## config.mk

```make
export PLATFORM = sky130hd
export DESIGN_NAME = modbus_tcp_response_checker_core
export DESIGN_NICKNAME = d
export VERILOG_FILES = /design/src/rtl/core/mbtrc_pkg.sv /design/src/rtl/core/modbus_tcp_response_checker_core.sv
export SDC_FILE = /design/constraint.sdc
export NUM_CORES = 1
export LEC_CHECK = 0
export BUFFER_PORTS_ARGS = -buffer_cell sky130_fd_sc_hd__buf_2
export CAP_MARGIN = 15
export CORE_ASPECT_RATIO = 2
export CORE_UTILIZATION = 35
export DETAILED_ROUTE_END_ITERATION = 8
export PLACE_DENSITY = 0.58
export SYNTH_ARGS = -nofsm -noshare
export SYNTH_HDL_FRONTEND = slang
export SYNTH_SLANG_ARGS = --single-unit
```

## constraint.sdc

```tcl
create_clock -name clk -period 11.3 [get_ports clk]
set_input_delay 2.26 -clock clk [delete_from_list [all_inputs] [get_ports clk]]
set_output_delay 2.26 -clock clk [all_outputs]
set_load 0.03 [all_outputs]
```

## src/rtl/core/mbtrc_pkg.sv

```systemverilog
// Shared types and constants for the Modbus TCP response checker.
package mbtrc_pkg;

  // Result kinds
  localparam logic [1:0] KIND_ACK    = 2'd0;
  localparam logic [1:0] KIND_WORD   = 2'd1;
  localparam logic [1:0] KIND_STATUS = 2'd2;

  // Frame and send status codes
  localparam logic [2:0] ST_READ_OK    = 3'd0;
  localparam logic [2:0] ST_WRITE_OK   = 3'd1;
  localparam logic [2:0] ST_EXCEPTION  = 3'd2;
  localparam logic [2:0] ST_MISMATCH   = 3'd3;
  localparam logic [2:0] ST_NO_REQUEST = 3'd4;
  localparam logic [2:0] ST_SHORT      = 3'd5;
  localparam logic [2:0] ST_SENT       = 3'd6;
  localparam logic [2:0] ST_BUSY       = 3'd7;

  // Input actions
  localparam logic ACT_SEND = 1'b0;
  localparam logic ACT_BYTE = 1'b1;

  // MBAP framing constants
  localparam logic [15:0] MIN_LENGTH = 16'd3;
  localparam int          EXC_BIT    = 7;
  localparam logic [16:0] POS_TID_HI = 17'd0;
  localparam logic [16:0] POS_TID_LO = 17'd1;
  localparam logic [16:0] POS_LEN_HI = 17'd4;
  localparam logic [16:0] POS_LEN_LO = 17'd5;
  localparam logic [16:0] POS_UNIT   = 17'd6;
  localparam logic [16:0] POS_FUNC   = 17'd7;
  localparam logic [16:0] POS_COUNT  = 17'd8;
  localparam logic [16:0] POS_DATA   = 17'd9;
  localparam logic [16:0] POS_MAX    = 17'd65540;

  // Result queue geometry
  localparam int Q_DEPTH = 4;
  localparam int Q_AW    = 2;
  localparam int Q_CW    = 3;

  // One result item
  typedef struct packed {
    logic [1:0]  kind;
    logic [15:0] word;
    logic [2:0]  status;
    logic [7:0]  exception_code;
    logic        last;
  } result_t;

endpackage

```

## src/rtl/core/modbus_tcp_response_checker_core.sv

```systemverilog
// Modbus TCP client response checker: MBAP deframer with request tracking.
//
// Input channel (in_valid / in_stall): each item is either a send action
// (in_action = 0), which claims the next transaction id when no request is
// outstanding, or one received stream byte (in_action = 1). Result channel
// (out_valid / out_stall) carries send acknowledgements, big-endian register
// words of a matching read reply, and one status item at the end of each
// frame; out_last marks the final result caused by an input item.
// cfg_we / cfg_wdata write the expected unit id; the user must write it only
// while the block is idle, which the block itself does not enforce.
// Each input item is decoded in the cycle it is accepted and its results,
// zero to two of them, are registered into a four-entry result queue that
// feeds the output. One item is taken per cycle while in_stall is low.
// in_stall rises when the queue has fewer than two free entries, so
// a stalled receiver backs up into the input after two or three items that
// carry results.
// Reset (rst_n low, synchronous) empties the queue, clears the frame and
// request state, restarts transaction ids at zero and sets unit id to zero.
module modbus_tcp_response_checker_core (
  input  logic        clk,
  input  logic        rst_n,
  input  logic        cfg_we,
  input  logic [7:0]  cfg_wdata,
  input  logic        in_valid,
  output logic        in_stall,
  input  logic        in_action,
  input  logic [7:0]  in_rx_byte,
  input  logic        in_request_is_read,
  output logic        out_valid,
  input  logic        out_stall,
  output logic [1:0]  out_kind,
  output logic [15:0] out_word,
  output logic [2:0]  out_status,
  output logic [7:0]  out_exception_code,
  output logic        out_last
);

  // Configuration and protocol state
  logic [7:0]  unit_id_r;
  logic [15:0] next_tid_r, next_tid_nxt;
  logic [15:0] exp_tid_r, exp_tid_nxt;
  logic        pending_r, pending_nxt;
  logic        pend_read_r, pend_read_nxt;
  logic [16:0] pos_r, pos_nxt;
  logic [15:0] flen_r, flen_nxt;
  logic [15:0] rx_tid_r, rx_tid_nxt;
  logic        match_r, match_nxt;
  logic        exc_r, exc_nxt;
  logic [7:0]  count_r, count_nxt;
  logic [7:0]  high_r, high_nxt;
  logic        had_req_r, had_req_nxt;

  // Result queue
  mbtrc_pkg::result_t    queue_r [mbtrc_pkg::Q_DEPTH];
  logic [mbtrc_pkg::Q_AW-1:0] wr_ptr_r, rd_ptr_r;
  logic [mbtrc_pkg::Q_CW-1:0] qcount_r, qcount_nxt;

  logic               in_acc, out_acc;
  logic [1:0]         push_n;
  mbtrc_pkg::result_t res0, res1;

  // Per-byte decode helpers
  logic [15:0] flen_eff;
  logic        match_eff, exc_eff, had_eff;
  logic [7:0]  count_eff;
  logic [16:0] data_idx;
  logic        emit_word, frame_end;
  logic [2:0]  st;
  logic [7:0]  code;

  assign in_acc   = in_valid && !in_stall;
  assign out_acc  = out_valid && !out_stall;
  assign in_stall = (qcount_r > mbtrc_pkg::Q_CW'(mbtrc_pkg::Q_DEPTH - 2));

  // Frame fields as they stand after this byte is applied
  always_comb begin
    flen_eff  = (pos_r == mbtrc_pkg::POS_LEN_LO) ? {flen_r[15:8], in_rx_byte} : flen_r;
    had_eff   = (pos_r == mbtrc_pkg::POS_LEN_LO) ? pending_r : had_req_r;
    match_eff = match_r;
    exc_eff   = exc_r;
    count_eff = count_r;
    case (pos_r)
      mbtrc_pkg::POS_LEN_LO: begin
        match_eff = pending_r && (rx_tid_r == exp_tid_r) &&
                    (flen_eff >= mbtrc_pkg::MIN_LENGTH);
        exc_eff   = 1'b0;
        count_eff = 8'd0;
      end
      mbtrc_pkg::POS_UNIT: begin
        if (in_rx_byte != unit_id_r) match_eff = 1'b0;
      end
      mbtrc_pkg::POS_FUNC: begin
        exc_eff = in_rx_byte[mbtrc_pkg::EXC_BIT];
      end
      mbtrc_pkg::POS_COUNT: begin
        count_eff = in_rx_byte;
      end
      default: begin
      end
    endcase
  end

  // Word emission, frame end and status selection
  always_comb begin
    data_idx  = pos_r - mbtrc_pkg::POS_DATA;
    emit_word = (pos_r >= mbtrc_pkg::POS_DATA) && data_idx[0] &&
                (data_idx < {9'd0, count_r}) && match_r && !exc_r && pend_read_r;
    frame_end = (pos_r >= mbtrc_pkg::POS_LEN_LO) &&
                (pos_r == 17'(mbtrc_pkg::POS_LEN_LO + {1'b0, flen_eff}));
    code = 8'd0;
    if (!had_eff) begin
      st = mbtrc_pkg::ST_NO_REQUEST;
    end else if (flen_eff < mbtrc_pkg::MIN_LENGTH) begin
      st = mbtrc_pkg::ST_SHORT;
    end else if (!match_eff) begin
      st = mbtrc_pkg::ST_MISMATCH;
    end else if (exc_eff) begin
      st   = mbtrc_pkg::ST_EXCEPTION;
      code = count_eff;
    end else begin
      st = pend_read_r ? mbtrc_pkg::ST_READ_OK : mbtrc_pkg::ST_WRITE_OK;
    end
  end

  // Next state and the results of the accepted item
  always_comb begin
    next_tid_nxt  = next_tid_r;
    exp_tid_nxt   = exp_tid_r;
    pending_nxt   = pending_r;
    pend_read_nxt = pend_read_r;
    pos_nxt       = pos_r;
    flen_nxt      = flen_r;
    rx_tid_nxt    = rx_tid_r;
    match_nxt     = match_r;
    exc_nxt       = exc_r;
    count_nxt     = count_r;
    high_nxt      = high_r;
    had_req_nxt   = had_req_r;
    push_n        = 2'd0;
    res0          = '0;
    res1          = '0;
    if (in_acc && (in_action == mbtrc_pkg::ACT_SEND)) begin
      push_n    = 2'd1;
      res0.kind = mbtrc_pkg::KIND_ACK;
      res0.last = 1'b1;
      if (pending_r) begin
        res0.status = mbtrc_pkg::ST_BUSY;
      end else begin
        exp_tid_nxt   = next_tid_r;
        next_tid_nxt  = next_tid_r + 16'd1;
        pending_nxt   = 1'b1;
        pend_read_nxt = in_request_is_read;
        res0.word     = next_tid_r;
        res0.status   = mbtrc_pkg::ST_SENT;
      end
    end else if (in_acc) begin
      // Header capture
      if (pos_r == mbtrc_pkg::POS_TID_HI) rx_tid_nxt = {in_rx_byte, 8'd0};
      if (pos_r == mbtrc_pkg::POS_TID_LO) rx_tid_nxt = {rx_tid_r[15:8], in_rx_byte};
      if (pos_r == mbtrc_pkg::POS_LEN_HI) flen_nxt = {in_rx_byte, 8'd0};
      if (pos_r == mbtrc_pkg::POS_LEN_LO) flen_nxt = flen_eff;
      match_nxt   = match_eff;
      exc_nxt     = exc_eff;
      count_nxt   = count_eff;
      had_req_nxt = had_eff;
      if ((pos_r >= mbtrc_pkg::POS_DATA) && !data_idx[0]) high_nxt = in_rx_byte;
      // Register word result
      if (emit_word) begin
        res0.kind = mbtrc_pkg::KIND_WORD;
        res0.word = {high_r, in_rx_byte};
        res0.last = !frame_end;
      end
      // Frame status result and frame restart
      if (frame_end) begin
        if ((st == mbtrc_pkg::ST_EXCEPTION) || (st == mbtrc_pkg::ST_READ_OK) ||
            (st == mbtrc_pkg::ST_WRITE_OK)) begin
          pending_nxt = 1'b0;
        end
        res1.kind           = mbtrc_pkg::KIND_STATUS;
        res1.status         = st;
        res1.exception_code = code;
        res1.last           = 1'b1;
        pos_nxt     = '0;
        match_nxt   = 1'b0;
        exc_nxt     = 1'b0;
        had_req_nxt = 1'b0;
      end else begin
        pos_nxt = pos_r + 17'd1;
      end
      // Pack results into the first free slots
      if (emit_word && frame_end) begin
        push_n = 2'd2;
      end else if (emit_word) begin
        push_n = 2'd1;
      end else if (frame_end) begin
        push_n = 2'd1;
        res0   = res1;
      end
    end
  end

  // Protocol state registers
  always_ff @(posedge clk) begin
    if (!rst_n) begin
      unit_id_r   <= 8'd0;
      next_tid_r  <= 16'd0;
      exp_tid_r   <= 16'd0;
      pending_r   <= 1'b0;
      pend_read_r <= 1'b0;
      pos_r       <= 17'd0;
      flen_r      <= 16'd0;
      rx_tid_r    <= 16'd0;
      match_r     <= 1'b0;
      exc_r       <= 1'b0;
      count_r     <= 8'd0;
      high_r      <= 8'd0;
      had_req_r   <= 1'b0;
    end else begin
      if (cfg_we) unit_id_r <= cfg_wdata;
      next_tid_r  <= next_tid_nxt;
      exp_tid_r   <= exp_tid_nxt;
      pending_r   <= pending_nxt;
      pend_read_r <= pend_read_nxt;
      pos_r       <= pos_nxt;
      flen_r      <= flen_nxt;
      rx_tid_r    <= rx_tid_nxt;
      match_r     <= match_nxt;
      exc_r       <= exc_nxt;
      count_r     <= count_nxt;
      high_r      <= high_nxt;
      had_req_r   <= had_req_nxt;
    end
  end

  // Result queue occupancy
  always_comb begin
    qcount_nxt = qcount_r + mbtrc_pkg::Q_CW'(push_n) - mbtrc_pkg::Q_CW'(out_acc);
  end

  always_ff @(posedge clk) begin
    if (!rst_n) begin
      wr_ptr_r <= '0;
      rd_ptr_r <= '0;
      qcount_r <= '0;
    end else begin
      wr_ptr_r <= wr_ptr_r + mbtrc_pkg::Q_AW'(push_n);
      rd_ptr_r <= rd_ptr_r + mbtrc_pkg::Q_AW'(out_acc);
      qcount_r <= qcount_nxt;
    end
  end

  // Result queue storage
  always_ff @(posedge clk) begin
    if (push_n != 2'd0) queue_r[wr_ptr_r] <= res0;
    if (push_n == 2'd2) queue_r[wr_ptr_r + mbtrc_pkg::Q_AW'(1)] <= res1;
  end

  // Output side reads the queue head
  assign out_valid          = (qcount_r != '0);
  assign out_kind           = queue_r[rd_ptr_r].kind;
  assign out_word           = queue_r[rd_ptr_r].word;
  assign out_status         = queue_r[rd_ptr_r].status;
  assign out_exception_code = queue_r[rd_ptr_r].exception_code;
  assign out_last           = queue_r[rd_ptr_r].last;

  // The queue never overfills.
  a_queue_bound: assert property (@(posedge clk) disable iff (!rst_n)
    qcount_r <= mbtrc_pkg::Q_CW'(mbtrc_pkg::Q_DEPTH))
    else $error("result queue overflow");

  // A send always leaves a request outstanding.
  a_send_pending: assert property (@(posedge clk) disable iff (!rst_n)
    (in_acc && (in_action == mbtrc_pkg::ACT_SEND)) |=> pending_r)
    else $error("send did not leave a request pending");

  // A granted send advances the transaction counter by one.
  a_tid_step: assert property (@(posedge clk) disable iff (!rst_n)
    (in_acc && (in_action == mbtrc_pkg::ACT_SEND) && !pending_r) |=>
    (next_tid_r == $past(next_tid_r) + 16'd1) && (exp_tid_r == $past(next_tid_r)))
    else $error("transaction id did not advance");

  // The byte position never runs past the longest possible frame.
  a_pos_bound: assert property (@(posedge clk) disable iff (!rst_n)
    pos_r <= mbtrc_pkg::POS_MAX)
    else $error("byte position beyond frame bound");

endmodule
```

==> flow_summary.toml <==
[cts]
path_clk_slew_ps = 70
cts-root-buf = "clkbuf_16"
clock_latency_ps = 540
cts-hold-fix-buffers = 0
cts.path.max_buffers = 3
htree_levels = 1
cts_resized = 0
cts_tree = "yes"
cts_setup_buffers = 0
cts_sinks = 237
cts_buffers = 23

[drt]
num_vias = 9386
wl_met2_mm = 18.6
ant_nets = 0
drcViolationCount = 0
wirelength_met1_mm = 12.8
route.met3.wl_mm = 1.10
dr.pass1.iters = 5
top_layer = "met4"
drt-total-wl_mm = 33.8
drt_iter0_drc = 680
via_per_inst = 5.46
avgRoutedWirePerCell_um = 19.7

[pwr]
p_int_mw = 1.48
vdd_drop_max_mv = 0.0943
p_comb_frac = 0.143
clockPowerShare = 0.400
switching_share = 0.280
switchingPower_mw = 0.576
power.density_nw_per_um2 = 154
p_leak_nw = 4.60
p_seq_frac = 0.457

[critical_path]
critical_path.slowest_cell = "nand2_1"
crit_top_cell = "ha_1"
cp.arrival_ps = 7340
path_class = "reg -> reg"
critPathMaxStageDelay_ps = 780
path_max_fanout = 26
r2r_setup_slack_ps = 4130
crit_start = "pos_r[0]$_SDFFE_PN0P_"
crit_chain = "ha_1 > and4bb_1 > nand4_2 > nand2_1 > o21ai_0 > ha_1 > or3b_2 > mux2_2 > a32oi_1 > o2111ai_1 > a211oi_1 > nand4_1 > nor3_4 > ha_1 > and3_1 > nand3_1 > nand2_1"
endpoint = "queue_r[0][0]$_DFFE_PP_"
reg2reg_from = "pos_r[0]$_SDFFE_PN0P_"
rr_endpoint = "queue_r[0][0]$_DFFE_PP_"
cp-start-kind = "register"
cp-end-kind = "register"
r2r_cells = 17
required_ps = 11470

[grt]
grt_pass1_vias = 9490
grt_max_degree = 106
antenna_found_initial = 0
grt_first_pass_wirelength_mm = 53.3
gr-usage-all-layers = 0.194
grt-ovfl-total = 0

[sta]
finalHoldViolCount = 0
slew_viol_final = 0
finClkSkew_ps = 18.2
period_needed_ps = 7170
setup_tns_ps = 0
max_slew_margin = 0.232
finalSetupViolCount = 0
rsz0062_at_grt = "false"
period_share = 0.634
max_freq_mhz = 140
worst_slew_pin_slew_ps = 1140
setup_slack_ps = 4130

[yosys]
synth-edff-count = 52
postSynthCellCount = 1261
synth_top_area_frac = 0.309
yosysSeqAreaShare = 0.439
synth_top_area_cell = "dfxtp_1"
synth_cell_types = 70
async_flop_share = 0
yosysWarnings = 0
avgSynthCellArea_um2 = 9.51
synthesis.area_um2 = 12000
synthFlopType = "dfxtp_1"
ys_ff_latch = 237
synth.area.top_cells = "dfxtp_1 (31%), edfxtp_1 (13%), mux4_2 (5.6%)"
synth_nets = 1306

[layout]
mostFrequentLayoutCells = "dfxtp_1 (183), nand2_1 (98), nor2_1 (92), nand3_1 (92), o21ai_0 (87)"
area_growth_pct = 11.2
seqCellArea_um2 = 5270
final_common_cell = "dfxtp_1"
num_antenna_cells = 0
finalInstanceArea_um2 = 13300
nNetsFinal = 1310
multiInputGateArea_um2 = 6290
drive_gt1_frac = 0.122
nFillCells = 3364

[placement]
numPortBuffers = 54
place_congestion = 0.944
place_area_um2 = 12500
dpl.hpwl_mm = 24.0
place_ws_ps = 3650

[status]
status = "complete, no violations"

[hold_path]
min_delay_path_depth = 2
hp-class = "reg -> reg"

[floorplanning]
num_rows = 95
die_area_um2 = 35100
initial_core_util = 0.357
ioPinCount = 55
placeableCoreArea_um2 = 33600
fp.dieH_um = 264
die_x_um = 133

[run]
cap_violations = 0
[layer usage]
metal | vias to the layer above | global-route usage
met5 | - | 0
met4 | 0 | 0.0907
met3 | 72 | 0.0198
met2 | 227 | 0.376
met1 | 4571 | 0.205
li1 | 4516 | -
[logic make-up (layout without fill, tap and decap cells)]
| kind of cell | after synthesis | count (layout) | synth area share |
|---|---|---|---|
| muxes | 74 | 74 | 0.0934 |
| and+or+nand+nor | 491 | 491 | 0.216 |
| xor gates and xnor gates | 84 | 84 | 0.0613 |
| AOI/OAI and AO/OA | 242 | 242 | 0.129 |
| buffers and inverters | 111 | 132 | 0.0373 |
| DFF | 237 | 237 | 0.439 |
| adders and majority gates | 22 | 22 | 0.0236 |
[area by class of cell]
class / instances / share of cell area
multi-input combinational: 913 / 0.471
clock buffer: 29 / 0.0471
inverter: 27 / 0.00760
sequential: 237 / 0.395
tap: 436 / 0.0409
clock inverter: 13 / 0.0128
timing repair buffer: 63 / 0.0253
[registers in the layout, summed over array words and instances, names as in the netlist, 3 cells and up]
register    flops
rx_tid_r       16
flen_r         16
qcount_r        3
unit_id_r       8
exp_tid_r      16
high_r          8
queue_r       120
count_r         8
next_tid_r     16
pos_r          17
[critical path: cells and delay by family, from the launching register on]
kind	cells	cell delay [ps]
AO/OA/AOI/OAI	4	760
adder cells (fa/ha/maj)	3	1060
flip-flops	1	600
multiplexers	1	290
AND/OR/NAND/NOR	9	4090
[power groups by stage]
stage               Sequential (mW)  Combinational [mW]  Clock (mW)
global placement              0.960               0.293           0
floorplan                     0.921               0.243           0
global route                  0.947               0.317       0.871
CTS                           0.941               0.297       0.840
detailed placement            0.960               0.296           0
finish                        0.939               0.294       0.823
[Yosys cell counts (4+ instances only)]
| cell type | instances |
|---|---|
| ha_1 | 21 |
| o22ai_1 | 11 |
| clkbuf_1 | 68 |
| buf_1 | 8 |
| a21boi_0 | 34 |
| o211ai_1 | 4 |
| inv_1 | 26 |
| a32o_1 | 4 |
| edfxtp_1 | 52 |
| and4_1 | 7 |
| and2_1 | 24 |
| o21ai_0 | 87 |
| and3_1 | 9 |
| nand2b_1 | 10 |
| a31oi_1 | 6 |
| nor2b_1 | 68 |
| a21oi_1 | 30 |
| nand2_1 | 98 |
| dfxtp_1 | 185 |
| nand3_1 | 92 |
| o2111ai_1 | 6 |
| a21o_1 | 4 |
| nor4_1 | 12 |
| nor3_1 | 22 |
| a211oi_1 | 6 |
| or3_1 | 8 |
| buf_2 | 4 |
| a22oi_1 | 24 |
| nand3b_1 | 4 |
| o21a_1 | 9 |
| xor2_1 | 33 |
| mux2i_1 | 40 |
| or2_2 | 4 |
| mux2_2 | 4 |
| nor2_1 | 92 |
| mux4_2 | 30 |
| nand4_1 | 22 |
| xnor2_1 | 51 |
[worst min path at each step]
stage / end / from
detailed placement: queue_r[1][12]$_SDFFE_PP0P_ / queue_r[1][12]$_SDFFE_PP0P_
global route: queue_r[0][13]$_SDFFE_PP0P_ / queue_r[0][13]$_SDFFE_PP0P_
floorplan: queue_r[1][12]$_SDFFE_PP0P_ / queue_r[1][12]$_SDFFE_PP0P_
CTS: queue_r[1][12]$_SDFFE_PP0P_ / queue_r[1][12]$_SDFFE_PP0P_
global placement: queue_r[2][12]$_SDFFE_PP0P_ / queue_r[2][12]$_SDFFE_PP0P_
finish: queue_r[1][21]$_SDFFE_PP0P_ / queue_r[1][21]$_SDFFE_PP0P_
[through the flow]
stage | power [mW] | utilization | instances | hold slack [ps]
detailed placement | 1.26 | 0.373 | 1676 | 459
global placement | 1.25 | 0.373 | 1676 | 448
CTS | 2.08 | 0.397 | 1718 | 474
global route | 2.13 | 0.397 | 1718 | 495
floorplan | 1.16 | - | 1261 | 438
finish | 2.06 | 0.397 | 1718 | 472
Power figures use the tool's default switching activity.
